$ cat src/rtl/core/assert_macros.svh
// ----------------------------------------------------------------------------
// Assertion macros
// Shared concurrent assertion forms, clocked on clk and cut off in reset.
// ----------------------------------------------------------------------------
`ifndef ASSERT_MACROS_SVH
`define ASSERT_MACROS_SVH

// Check a property on every rising clock edge outside reset
`define ASSERT_CLK(label, prop, msg) \
	label: assert property (@(posedge clk) disable iff (!arst_n) (prop)) else $error(msg);

// Check that a condition never holds outside reset
`define ASSERT_NEVER(label, cond, msg) \
	label: assert property (@(posedge clk) disable iff (!arst_n) !(cond)) else $error(msg);

`endif

$ cat src/rtl/core/mot_pkg.sv
// ----------------------------------------------------------------------------
// mot_pkg
// Widths, queue word type, state and operation codes of the Otsu finder.
// ----------------------------------------------------------------------------
`timescale 1ns / 1ps
package mot_pkg;
	localparam int COUNT_BITS = 20;
	localparam int N_W        = COUNT_BITS + 1;
	localparam int S_W        = COUNT_BITS + 9;
	localparam int P1_W       = N_W + S_W;
	localparam int SQ_W       = 2 * P1_W;
	localparam int DEN_W      = 2 * N_W;
	localparam int CMP_W      = SQ_W + DEN_W;
	localparam int MA_W       = SQ_W;
	localparam int MB_W       = P1_W;
	localparam int MP_W       = MA_W + MB_W;
	localparam int BIN_W      = 8;
	localparam int BINS       = 1 << BIN_W;
	localparam int FIFO_DEPTH = 4;
	localparam int FIFO_AW    = $clog2(FIFO_DEPTH);

	localparam logic [N_W-1:0] PIX_CAP = {1'b1, {COUNT_BITS{1'b0}}};

	// One queue word: a classified pixel
	typedef struct packed {
		logic [BIN_W-1:0] pixel;
		logic             inc;
		logic             ovf;
		logic             last;
	} item_t;

	// Frame result from back end
	typedef struct packed {
		logic             done;
		logic [BIN_W-1:0] threshold;
		logic             empty_frame;
		logic             overflow;
	} res_t;

	typedef enum logic [3:0] {
		B_INIT, B_RUN, B_RD, B_ACC, B_CHK, B_MGO, B_MWAIT, B_NEXT, B_CLR, B_DONE
	} bstate_t;

	typedef enum logic [2:0] {
		OP_PA, OP_PB, OP_DSQ, OP_DEN, OP_LHS, OP_RHS
	} op_t;
endpackage

$ cat src/rtl/core/mot_fifo.sv
// ----------------------------------------------------------------------------
// mot_fifo
// Short word queue between the classifying front end and the histogram back end.
// ----------------------------------------------------------------------------
`timescale 1ns / 1ps
`include "assert_macros.svh"
module mot_fifo (
	input  logic          clk,
	input  logic          arst_n,
	input  logic          push,
	input  mot_pkg::item_t wdata,
	output logic          full,
	input  logic          pop,
	output logic          empty,
	output mot_pkg::item_t rdata
);
	import mot_pkg::*;

	item_t              mem_q [FIFO_DEPTH];
	logic [FIFO_AW-1:0] wr_q;
	logic [FIFO_AW-1:0] rd_q;
	logic [FIFO_AW:0]   cnt_q;

	assign full  = (cnt_q == (FIFO_AW+1)'(FIFO_DEPTH));
	assign empty = (cnt_q == '0);
	assign rdata = mem_q[rd_q];

	// advance pointers and fill count
	always_ff @(posedge clk or negedge arst_n) begin
		if (!arst_n) begin
			wr_q  <= '0;
			rd_q  <= '0;
			cnt_q <= '0;
		end else begin
			if (push) wr_q <= wr_q + 1'b1;
			if (pop)  rd_q <= rd_q + 1'b1;
			if (push && !pop)      cnt_q <= cnt_q + 1'b1;
			else if (!push && pop) cnt_q <= cnt_q - 1'b1;
		end
	end

	// store word
	always_ff @(posedge clk) begin
		if (push) mem_q[wr_q] <= wdata;
	end

	`ASSERT_NEVER(a_no_push_full, push && full, "word pushed into full queue")
	`ASSERT_NEVER(a_no_pop_empty, pop && empty, "word popped from empty queue")
endmodule

$ cat config.mk
export PLATFORM = sky130hd
export DESIGN_NAME = mot_fifo
export DESIGN_NICKNAME = d
export VERILOG_FILES = /design/src/rtl/core/mot_pkg.sv /design/src/rtl/core/mot_fifo.sv
export VERILOG_INCLUDE_DIRS = /design/src /design/src/rtl/core
export SDC_FILE = /design/constraint.sdc
export NUM_CORES = 1
export LEC_CHECK = 0
export CORE_UTILIZATION = 66
export CTS_CLUSTER_SIZE = 12
export DETAILED_ROUTE_END_ITERATION = 6
export DONT_BUFFER_PORTS = 1
export HOLD_SLACK_MARGIN = 0.02
export PLACE_DENSITY = 0.91
export SETUP_SLACK_MARGIN = 0.15
export SYNTH_ARGS = -nofsm -noshare
export SYNTH_HDL_FRONTEND = slang
export SYNTH_SLANG_ARGS = --single-unit
$ cat constraint.sdc
create_clock -name clk -period 4.1 [get_ports clk]
set_input_delay 0.205 -clock clk [delete_from_list [all_inputs] [get_ports clk]]
set_output_delay 0.205 -clock clk [all_outputs]
set_load 0.01 [all_outputs]
==> flow_metrics.env <==
export IMPL_status="finished, violations left"
export IMPL_failed_checks="design-rule violations"
export IMPL_worstSetupPathType="flip-flop to output port"
export IMPL_root_buffer="clkbuf_4"
export IMPL_rr_startpoint="wr_q[1]"
export IMPL_grt_pass1_wl_um=4310
export IMPL_path_cells="mux4_1"
export IMPL_synthesis_area_mm2=0.00199
export IMPL_yosys_warnings=0
export IMPL_routed_via_count=846
export IMPL_crit_cells=1
export IMPL_cp_start_kind="flip-flop"
export IMPL_die_area_mm2=0.00323
export IMPL_gr_usage_all_layers_pct=19.8
export IMPL_cap_violations=0
export IMPL_dpl_hpwl_um=1690
export IMPL_path_clk_slew_ns=0.12
export IMPL_syn2layout_area_growth_pct=11.8
export IMPL_cp_top_family="flip-flops"
export IMPL_synth_top_area_share_pct=66.5
export IMPL_design_portCount=28
export IMPL_final_setup_viol_count=0
export IMPL_drive_above_1_share_pct=13.6
export IMPL_mostFrequentLayoutCell="edfxtp_1"
export IMPL_final_cell_area_mm2=0.00222
export IMPL_cp_max_fo=13
export IMPL_arrival_ns=1.88
export IMPL_insertion_delay_ns=0.36
export IMPL_hp_class="primary input to flip-flop"
export IMPL_start_util_pct=70.8
export IMPL_gp_congestion=0.626
export IMPL_htree_levels=2
export IMPL_fmax_ghz=0.480
export IMPL_endpoint_kind="output port"
export IMPL_slew_violations=0
export IMPL_dieHeight_um=56.9
export IMPL_synthCells=91
export IMPL_path_buf_inv=0
export IMPL_p_per_area_mw_per_mm2=625
export IMPL_antenna_found_initial=0
export IMPL_cp_slowest_cell="dfrtp_1"
export IMPL_firstDrtPassIters=6
export IMPL_hold_violations=0
export IMPL_fin_crit_ns=2.08
export IMPL_grt_pass1_vias=899
export IMPL_numCtsBuffers=5
export IMPL_seq_area_frac_synth_pct=75.3
export IMPL_hold_end="cnt_q[0]"
export IMPL_mostFrequentLayoutCells="44 x edfxtp_1, 14 x dlygate4sd3_1, 8 x mux4_2, 7 x dfrtp_1"
export IMPL_tightest_slew_ns=0.708
export IMPL_syn_area_per_cell_um2=21.8
export IMPL_regToRegSetupSlack_ns=2.60
export IMPL_holdCritStartpoint="push"
export IMPL_drc_errors=5
export IMPL_fin_ws_ns=2.02
export IMPL_synth_seq_cells=51
export IMPL_worstPathRequired_ns=3.89
export IMPL_wl_per_cell_um=19.0
export IMPL_portBuffers=0
export IMPL_max_slew_margin_pct=52.8
export IMPL_ant_nets=0
export IMPL_drt_iter0_markers=51
export IMPL_fin_nets=131
export IMPL_cts_num_sinks=51
export IMPL_r2r_cells=3
export IMPL_cts_repair_resize_count=0
export IMPL_grt_max_degree=15
export IMPL_peakVddDrop_uv=379
export IMPL_timing_rr_end="mem_q[1][5]"
export IMPL_tns_ns=0
export IMPL_postCtsHoldBufs=14
export IMPL_cp_slowest_stage_delay_ns=0.82
export IMPL_min_period_over_period_pct=50.8
export IMPL_coreArea_mm2=0.00281
export IMPL_place_area_mm2=0.00201
export IMPL_yosys_top_cells_area="edfxtp_1 66%, mux4_2 9.1%, dfrtp_1 8.8%"
export IMPL_dp_slack_ns=2.39
export IMPL_grt_setup_unrepaired="no"
export IMPL_vias_per_cell=6.00
export IMPL_power_leakage_uw=0.000776
export IMPL_syn_nets=112
export IMPL_rows=19
export IMPL_fin_skew_ns=0.00807
export IMPL_hold_depth=2
export IMPL_tritoncts="done"
export IMPL_grt_overflow=0
export IMPL_yosys_area_top_type="edfxtp_1"
export IMPL_yosys_cell_types_count=18
export IMPL_die_x_um=56.9
export IMPL_antennaDiodeCount=0
export IMPL_routed_wl_um=2680
export IMPL_cts_setup_buffers=0
export IMPL_clk_path_buf_depth=2
cell type report:
type | count | area [µm²]
sequential | 51 | 1500
fill | 156 | 584
multi-input combinational | 34 | 459
timing repair buffer | 14 | 140
clock buffer | 6 | 41.3
tap | 31 | 38.8
clock inverter | 1 | 30.0
inverter | 4 | 15.0
stage by stage:
step	power, µW	hold WS (ns)	util, %	std cells
after detailed placement	1130	-0.0905	71.6	120
after floorplan	1070	-0.0906	-	91
final	1390	0.117	79.2	141
after global routing	1460	0.131	79.2	141
after global placement	1110	-0.0904	71.6	120
after CTS	1400	0.105	79.2	141
where the power goes:
part / switching [µW] / internal [µW]
logic: 164 / 172
registers: 101 / 690
clock network: 136 / 126
synthesized netlist by cell type, drive strengths merged:
cell type  number
o21ai           1
xor2            4
mux2            1
dfrtp           7
buf             2
nand2           2
inv             4
fa              1
nor2            1
ha              5
mux4           11
and2            4
nor3b           1
nor3            1
edfxtp         44
xnor2           2
worst reg2reg max path, cell delays in order (launching register included):
cell and delay, ns:
dfrtp_1 0.42, inv_1 0.11, ha_1 0.14, and2_1 0.49
cell families after synthesis:
group / count (synthesis) / share of synthesized area, %
AND/OR/NAND/NOR: 9 / 2.46
AO/OA/AOI/OAI: 1 / 0.252
XOR/XNOR: 6 / 2.64
buffers and inverters: 6 / 1.57
flip-flops: 51 / 75.3
multiplexers: 12 / 13.6
adder cells (fa/ha/maj): 6 / 4.16
how the worst max path moves through the flow:
stage,start,end,slack [ns]
3_5_place_dp,rd_q[0],rdata[10],2.39
3_3_place_gp,rd_q[0],rdata[10],2.39
6_report,rd_q[0],rdata[10],2.02
2_1_floorplan,rd_q[0],rdata[0],2.78
4_1_cts,rd_q[0],rdata[10],1.98
5_1_grt,rd_q[0],rdata[7],1.88
metal layers:
metal	up-vias	global-route usage (%)	wire length, µm
met5	-	0	0
met4	0	10.5	66
met3	8	6.45	136
met2	28	31.3	1390
met1	414	24.6	1090
li1	396	-	-
state kept, by name (all words and copies together), names as in the netlist:
register / count
rd_q: 2
mem_q: 44
wr_q: 2
cnt_q: 3
Note: power is estimated with default switching activity, not from simulation.
