File: config.mk
export PLATFORM = sky130hd
export DESIGN_NAME = mot_front
export DESIGN_NICKNAME = d
export VERILOG_FILES = /design/src/rtl/core/assert_macros.svh /design/src/rtl/core/mot_pkg.sv /design/src/rtl/core/mot_front.sv
export SDC_FILE = /design/constraint.sdc
export NUM_CORES = 1
export LEC_CHECK = 0
export BUFFER_PORTS_ARGS = -buffer_cell sky130_fd_sc_hd__clkbuf_2
export CORE_UTILIZATION = 55
export CTS_BUF_LIST = sky130_fd_sc_hd__clkbuf_8 sky130_fd_sc_hd__clkbuf_16
export DETAILED_ROUTE_END_ITERATION = 8
export PLACE_DENSITY_LB_ADDON = 0.2
export SLEW_MARGIN = 15
export SYNTH_ARGS = -nofsm -noshare
export SYNTH_HDL_FRONTEND = slang
export SYNTH_SLANG_ARGS = --single-unit
File: constraint.sdc
create_clock -name clk -period 5.1 [get_ports clk]
set_input_delay 0.51 -clock clk [delete_from_list [all_inputs] [get_ports clk]]
set_output_delay 0.51 -clock clk [all_outputs]
set_load 0.05 [all_outputs]
File: src/rtl/core/assert_macros.svh
// ----------------------------------------------------------------------------
// Assertion macros
// Shared concurrent assertion forms, clocked on clk and cut off in reset.
// ----------------------------------------------------------------------------
`ifndef ASSERT_MACROS_SVH
`define ASSERT_MACROS_SVH

// Check a property on every rising clock edge outside reset
`define ASSERT_CLK(label, prop, msg) \
	label: assert property (@(posedge clk) disable iff (!arst_n) (prop)) else $error(msg);

// Check that a condition never holds outside reset
`define ASSERT_NEVER(label, cond, msg) \
	label: assert property (@(posedge clk) disable iff (!arst_n) !(cond)) else $error(msg);

`endif

File: src/rtl/core/mot_pkg.sv
// ----------------------------------------------------------------------------
// mot_pkg
// Widths, queue word type, state and operation codes of the Otsu finder.
// ----------------------------------------------------------------------------
`timescale 1ns / 1ps
package mot_pkg;
	localparam int COUNT_BITS = 20;
	localparam int N_W        = COUNT_BITS + 1;
	localparam int S_W        = COUNT_BITS + 9;
	localparam int P1_W       = N_W + S_W;
	localparam int SQ_W       = 2 * P1_W;
	localparam int DEN_W      = 2 * N_W;
	localparam int CMP_W      = SQ_W + DEN_W;
	localparam int MA_W       = SQ_W;
	localparam int MB_W       = P1_W;
	localparam int MP_W       = MA_W + MB_W;
	localparam int BIN_W      = 8;
	localparam int BINS       = 1 << BIN_W;
	localparam int FIFO_DEPTH = 4;
	localparam int FIFO_AW    = $clog2(FIFO_DEPTH);

	localparam logic [N_W-1:0] PIX_CAP = {1'b1, {COUNT_BITS{1'b0}}};

	// One queue word: a classified pixel
	typedef struct packed {
		logic [BIN_W-1:0] pixel;
		logic             inc;
		logic             ovf;
		logic             last;
	} item_t;

	// Frame result from back end
	typedef struct packed {
		logic             done;
		logic [BIN_W-1:0] threshold;
		logic             empty_frame;
		logic             overflow;
	} res_t;

	typedef enum logic [3:0] {
		B_INIT, B_RUN, B_RD, B_ACC, B_CHK, B_MGO, B_MWAIT, B_NEXT, B_CLR, B_DONE
	} bstate_t;

	typedef enum logic [2:0] {
		OP_PA, OP_PB, OP_DSQ, OP_DEN, OP_LHS, OP_RHS
	} op_t;
endpackage

File: src/rtl/core/mot_front.sv
// ----------------------------------------------------------------------------
// mot_front
// Accepts pixels, applies the mask and the count capacity, and queues words.
// ----------------------------------------------------------------------------
`timescale 1ns / 1ps
module mot_front (
	input  logic                     clk,
	input  logic                     arst_n,
	input  logic                     start,
	input  logic [mot_pkg::BIN_W-1:0] pixel,
	input  logic                     in_mask,
	input  logic                     last,
	output logic                     busy,
	input  logic                     cfg_valid,
	output logic                     cfg_ready,
	input  logic                     cfg_data,
	input  logic                     frame_done,
	output logic                     push,
	output mot_pkg::item_t           word,
	input  logic                     full
);
	import mot_pkg::*;

	logic           mask_en_q;
	logic           hold_q;
	logic [N_W-1:0] cnt_q;
	logic           counted;

	assign busy      = full || hold_q;
	assign cfg_ready = 1'b1;
	assign push      = start && !busy;
	assign counted   = !mask_en_q || in_mask;

	// classify pixel
	always_comb begin
		word.pixel = pixel;
		word.inc   = counted && (cnt_q < PIX_CAP);
		word.ovf   = counted && (cnt_q >= PIX_CAP);
		word.last  = last;
	end

	// hold register, capacity count and frame hold
	always_ff @(posedge clk or negedge arst_n) begin
		if (!arst_n) begin
			mask_en_q <= 1'b0;
			hold_q    <= 1'b0;
			cnt_q     <= '0;
		end else begin
			if (cfg_valid && cfg_ready) mask_en_q <= cfg_data;
			if (push && last) begin
				hold_q <= 1'b1;
				cnt_q  <= '0;
			end else begin
				if (frame_done) hold_q <= 1'b0;
				if (push && word.inc) cnt_q <= cnt_q + 1'b1;
			end
		end
	end
endmodule

==> metrics.md, run 1 <==
| Metric | Value |
|---|---|
| Combinational group share of total power | 17.9% |
| Post-Synth XOR/XNOR Area | 1.29% |
| Placed Cells | 172 |
| Largest family of logic cells by synthesized area | simple AND/OR/NAND/NOR gates |
| Hold Buf Count CTS | 0 |
| Worst reg-to-reg setup slack | 2.84 ns |
| Initial antenna violation count | 0 |
| Commonest non-fill, non-tap cell in the layout | dfrtp_1 |
| Adder-cell area share of the yosys netlist | 0.918% |
| Critical path arrival | 2.45 ns |
| Chip Width | 51.8 um |
| CTS buffer count | 3 |
| Final global-route overflow total | 0 |
| Final ANT Viol Nets | 0 |
| Critical path peak fanout | 15 |
| Clock transition at path regs | 0.09 ns |
| Library cells used by synthesis | 35 |
| Routability congestion estimate | 0.950 |
| WL final | 2.70 mm |
| CTS Buffer Depth | 2 |
| RR Endpoint | cnt_q[15] |
| DRC | 0 |
| Worst Max-Slew Pin Slew | 0.609 ns |
| Power Density | 292 nW/um^2 |
| Initial Utilization | 59.9% |
| I/O pins | 31 |
| Clock Sink Count | 23 |
| Synth warnings | 0 |
| Via count | 1094 |
| Top post-synthesis cells by area | dfrtp_1 42%, buf_4 5.5%, o31ai_1 5.0% |
| Post-synthesis area per instance | 9.08 sq um |
| Number of global-route vias before repair | 1031 |
| Switching Fraction | 30.7% |
| Diode count | 0 |
| Max-cap violation count | 0 |
| Post-layout min period | 2.26 ns |
| Top cell type's share of synthesized area | 42.2% |
| Area growth, synth to finish | 1.56% |
| Leading cell types in the layout, fill and taps excluded | 23 x dfrtp_1, 13 x clkbuf_2, 12 x a21oi_1, 12 x nand2_1, 9 x o31ai_1 |
| Required @ worst endpoint | 5.29 ns |
| Final setup violating endpoints | 0 |
| Synth Net Count | 168 |
| Clk_lat worst skew | 0.26 ns |
| Routed vias/inst | 6.22 |
| Endpoints failing hold | 0 |
| Finished Layout Cells | 176 |
| DR pass1 iterations | 4 |
| Internal Power | 280 uW |
| Final Net Count | 167 |
| Area leader, netlist | dfrtp_1 |
| Routed len/inst | 15.3 um |
| Die Footprint | 2680 sq um |
| NetSw | 124 uW |
| R2R depth | 4 |
| Critical Path Start Type | flop |
| Yosys reg bits | 23 |
| Simple-gate area share of the yosys netlist | 26.6% |
| CP max stage delay | 0.64 ns |
| Reg-to-reg startpoint | hold_q |
| Number of gates resized after CTS | 0 |
| First DRT Iteration DRCs | 39 |
| First-pass GRT wire length | 4.62 mm |
| Largest net degree at the start of global routing | 24 |
| Ys async rst share | 100% |
| Core area | 2280 sq um |
| FMAX | 0.442 GHz |
| RSZ-0062 raised after global routing | no |
| Cell family contributing the most delay on the critical path | simple AND/OR/NAND/NOR gates |
| Post-CTS setup buffer count | 0 |
| Endpoint class of the critical path | flop |
| Predominant post-synthesis flop cell | dfrtp_1 |
| Mux share of post-synthesis cell area | 4.59% |
| Critical path cell sequence | or3b_1 -> or4_4 -> or4_1 -> a21oi_1 |
| Number of synthesized flops with an enable pin | 0 |
| Post-synthesis sequential area ratio | 42.2% |
| Root cell of the clock tree | clkbuf_8 |
| Row count | 17 |
| Chip Height | 51.8 um |
| Period utilization | 44.3% |
| Clk pwr share | 28.2% |
| Pleak | 0.000607 uW |
| Post-DP HPWL | 1.91 mm |
| Htree depth | 1 |
| CP max stage cell | or4_4 |
| Crit Path Class | reg2reg |
| Reg power frac | 53.9% |
| Max-slew violations | 0 |
| Global Route Usage Sum | 23.5% |
| Area of the mapped netlist | 1360 sq um |
| CP Depth | 4 |
| Setup TNS | 0 ns |
| Post-synthesis cell count | 150 |
| Share of layout cells above drive strength 1 | 16.9% |
| Status | finished, final reports clean |
| Clock Skew | 0.00277 ns |
| Max IR drop VDD | 0.232 mV |
| Port Buffers | 13 |
| Max transition margin | 59.4% |
| CTS tree | yes |
| Worst min path class | in2async |
| Synth Area in Compound Gates | 13.2% |
| Crit path buffers/inverters | 0 |
==> routing by layer <==
layer | vias up | track usage [%] | wire [um]
met1 | 523 | 32.0 | 1350
met2 | 24 | 37.2 | 1210
met3 | 14 | 3.51 | 91
met5 | - | 0 | 0
li1 | 533 | - | -
met4 | 0 | 9.46 | 55
==> logic make-up (layout without fill, tap and decap cells) <==
| logic type | after synthesis | after routing |
|---|---|---|
| AO/OA/AOI/OAI | 30 | 30 |
| XOR/XNOR | 2 | 2 |
| adder cells (fa/ha/maj) | 1 | 1 |
| buffers and inverters | 25 | 23 |
| flip-flops | 23 | 23 |
| multiplexers | 6 | 6 |
| other | 1 | 1 |
| AND/OR/NAND/NOR | 62 | 62 |
==> flip-flops by register name, summed over array words and instances (netlist names) <==
name       count
hold_q         1
cnt_q         21
mask_en_q      1
==> Yosys cell counts (2+ instances only) <==
library cell	count
a21oi_1	12
and2_1	2
and3_1	4
and4_1	2
buf_4	10
buf_6	2
clkbuf_1	5
dfrtp_1	23
inv_1	6
mux2_2	2
mux2i_1	4
nand2_1	12
nand3_1	8
nand4_1	4
nor2_1	3
nor3_1	3
nor4_1	3
o21ai_0	6
o31ai_1	9
or2_2	5
or3_1	3
or4_1	8
xnor2_1	2
==> power groups by stage <==
stage	Combinational (uW)	Clock, uW	Sequential [uW]
6_report	72.2	114	218
2_1_floorplan	74.8	0	216
5_1_grt	82.1	124	220
4_1_cts	72.8	115	217
3_3_place_gp	69.9	0	219
3_5_place_dp	72.7	0	221
==> through the flow <==
stage               util (%)  worst slack [ns]  cell area [sq um]  hold slack, ns  power, uW
floorplan                  -              2.75               1360           0.214        291
global placement        58.8              2.75               1340           0.482        289
detailed placement      58.8              2.69               1340           0.509        293
CTS                     60.8              2.86               1380           0.237        405
global route            60.8              2.74               1380           0.267        426
finish                  60.8              2.84               1380           0.229        404
==> worst max-delay path by stage <==
stage                start  slack, ns         to
floorplan             full       2.75  cnt_q[14]
global route        hold_q       2.74  cnt_q[13]
CTS                 hold_q       2.86  cnt_q[11]
detailed placement    full       2.69  cnt_q[19]
global placement      full       2.75  cnt_q[13]
finish              hold_q       2.84  cnt_q[15]
==> cell type report <==
type	count	area [sq um]
Clock buffer	3	41.3
Clock inverter	1	5.00
Fill cell	194	892
Inverter	6	22.5
Multi-Input combinational cell	102	639
Sequential cell	23	576
Tap cell	28	35.0
Timing Repair Buffer	13	65.1
==> worst register-to-register path, stage by stage, from the launching register on <==
cell     delay (ns)
dfrtp_1        0.41
or3b_1         0.48
or4_4          0.64
or4_1          0.50
a21oi_1        0.16
No activity file was read; power rests on OpenSTA's default activity.
==> inputs of run 2 (changes only) <==
Settings changed: CORE_UTILIZATION 55 to 53.
Clock period 5.1 ns to 2.3 ns, I/O delays scaled along.
==> metrics.md, run 2 (synthesis results as in run 1) <==
| Metric | Value |
|---|---|
| Status | finished, final reports clean |
| WL final | 2.77 mm |
| Clock Sink Count | 23 |
| Crit path buffers/inverters | 0 |
| Clock transition at path regs | 0.08 ns |
| Post-CTS setup buffer count | 0 |
| Global Route Usage Sum | 22.5% |
| Htree depth | 1 |
| Port Buffers | 13 |
| Final Net Count | 172 |
| Die Footprint | 2780 sq um |
| Root cell of the clock tree | clkbuf_8 |
| Biggest register | cnt_q |
| Number of global-route vias before repair | 1031 |
| Share of layout cells above drive strength 1 | 18.3% |
| Final setup violating endpoints | 0 |
| Post-DP HPWL | 2.03 mm |
| Max reg flops | 21 |
| Initial antenna violation count | 0 |
| Max-slew violations | 0 |
| Commonest non-fill, non-tap cell in the layout | dfrtp_1 |
| Endpoints failing hold | 0 |
| Row count | 18 |
| Power Density | 629 nW/um^2 |
| Max-cap violation count | 0 |
| Worst min path class | in2reg |
| DRC | 0 |
| Initial Utilization | 55.5% |
| Diode count | 0 |
| Max transition margin | 60.6% |
| Hold Buf Count CTS | 1 |
| Post-layout min period | 2.17 ns |
| DR pass1 iterations | 4 |
| Pleak | 0.000632 uW |
| Routed len/inst | 15.1 um |
| Max IR drop VDD | 0.532 mV |
| CTS Buffer Depth | 2 |
| Endpoint class of the critical path | flop |
| Via count | 1131 |
| Setup TNS | 0 ns |
| First-pass GRT wire length | 4.55 mm |
| Critical Path Start Type | flop |
| RSZ-0062 raised after global routing | no |
| Worst Max-Slew Pin Slew | 0.590 ns |
| Critical path peak fanout | 15 |
| CP max stage cell | or4_4 |
| Fillers | 238 |
| Routability congestion estimate | 0.850 |
| Largest net degree at the start of global routing | 24 |
| CP max stage delay | 0.61 ns |
| Period utilization | 94.4% |
| Core area | 2450 sq um |
| Area growth, synth to finish | 4.59% |
| Number of gates resized after CTS | 0 |
| Post-Route Utilization | 58.1% |
| FMAX | 0.461 GHz |
| Final ANT Viol Nets | 0 |
| CTS tree | yes |
| Routed vias/inst | 6.18 |
| Chip Height | 52.7 um |
| Crit Path Class | reg2reg |
| Largest regs | cnt_q: 21 flops, hold_q: 1 flops, mask_en_q: 1 flops |
| Clk_lat worst skew | 0.27 ns |
| I/O pins | 31 |
| Clock Skew | 0.00574 ns |
| Chip Width | 52.7 um |
| First DRT Iteration DRCs | 30 |
| Leading cell types in the layout, fill and taps excluded | 23 x dfrtp_1, 13 x clkbuf_2, 12 x a21oi_1, 12 x nand2_1, 9 x o31ai_1 |
| Required @ worst endpoint | 2.49 ns |
| Critical path arrival | 2.36 ns |
| Final global-route overflow total | 0 |
| CTS buffer count | 3 |
| Cell family contributing the most delay on the critical path | simple AND/OR/NAND/NOR gates |
| Critical path cell sequence | or3b_1 -> or4_4 -> or4_1 -> a21oi_1 |
-- run 2: cell count changes in the layout (fill, tap and decap cells not counted) --
cell,previous run,this run
buf_4,0,4
clkinv_2,1,0
dlygate4sd3_1,0,1
inv_1,6,7
-- run 2: report_power, final --
group	total, uW	switching [uW]	internal, uW	leakage, uW
Combinational	165	99.6	65.5	0.000297
Sequential	480	41.3	439	0.000308
Clock	251	132	119	0.0000269
-- run 2: stage by stage --
stage / power (uW) / setup slack [ns] / cells / hold slack (ns) / area, sq um
final: 896 / 0.129 / 183 / 0.152 / 1430
after global routing: 944 / 0.0323 / 183 / 0.164 / 1430
after CTS: 899 / 0.155 / 183 / 0.158 / 1430
after detailed placement: 654 / 0.178 / 178 / 0.258 / 1370
after global placement: 644 / 0.255 / 178 / 0.257 / 1370
after floorplan: 645 / 0.0754 / 150 / -0.0656 / 1360
-- run 2: final cells by class --
type	instances	area, sq um	share of cell area [%]
clock buffers	3	41.3	2.90
flip-flops and latches	23	576	40.4
clock inverters	1	3.75	0.263
multi-input cells	102	639	44.9
well taps	30	37.5	2.63
inverters	6	22.5	1.58
repair buffers	18	105	7.37
-- run 2: final timing paths --
| path | end | slack [ns] | depth (start not counted) | startpoint |
|---|---|---|---|---|
| min | hold_q | 0.15 | 2 | frame_done |
| min reg2reg | mask_en_q | 0.52 | 1 | mask_en_q |
| min in group asynchronous | cnt_q[11] | 0.49 | 2 | arst_n |
| max in group asynchronous | cnt_q[3] | 1.42 | 2 | arst_n |
| max | cnt_q[13] | 0.13 | 4 | hold_q |
| max reg2reg | cnt_q[13] | 0.13 | 4 | hold_q |
-- run 2: per-layer routing --
| metal | vias up | routed length (um) | track usage, % |
|---|---|---|---|
| met2 | 39 | 1340 | 38.2 |
| met3 | 5 | 147 | 3.48 |
| met5 | - | 0 | 0 |
| met4 | 0 | 36 | 8.33 |
| met1 | 543 | 1240 | 28.4 |
| li1 | 544 | - | - |
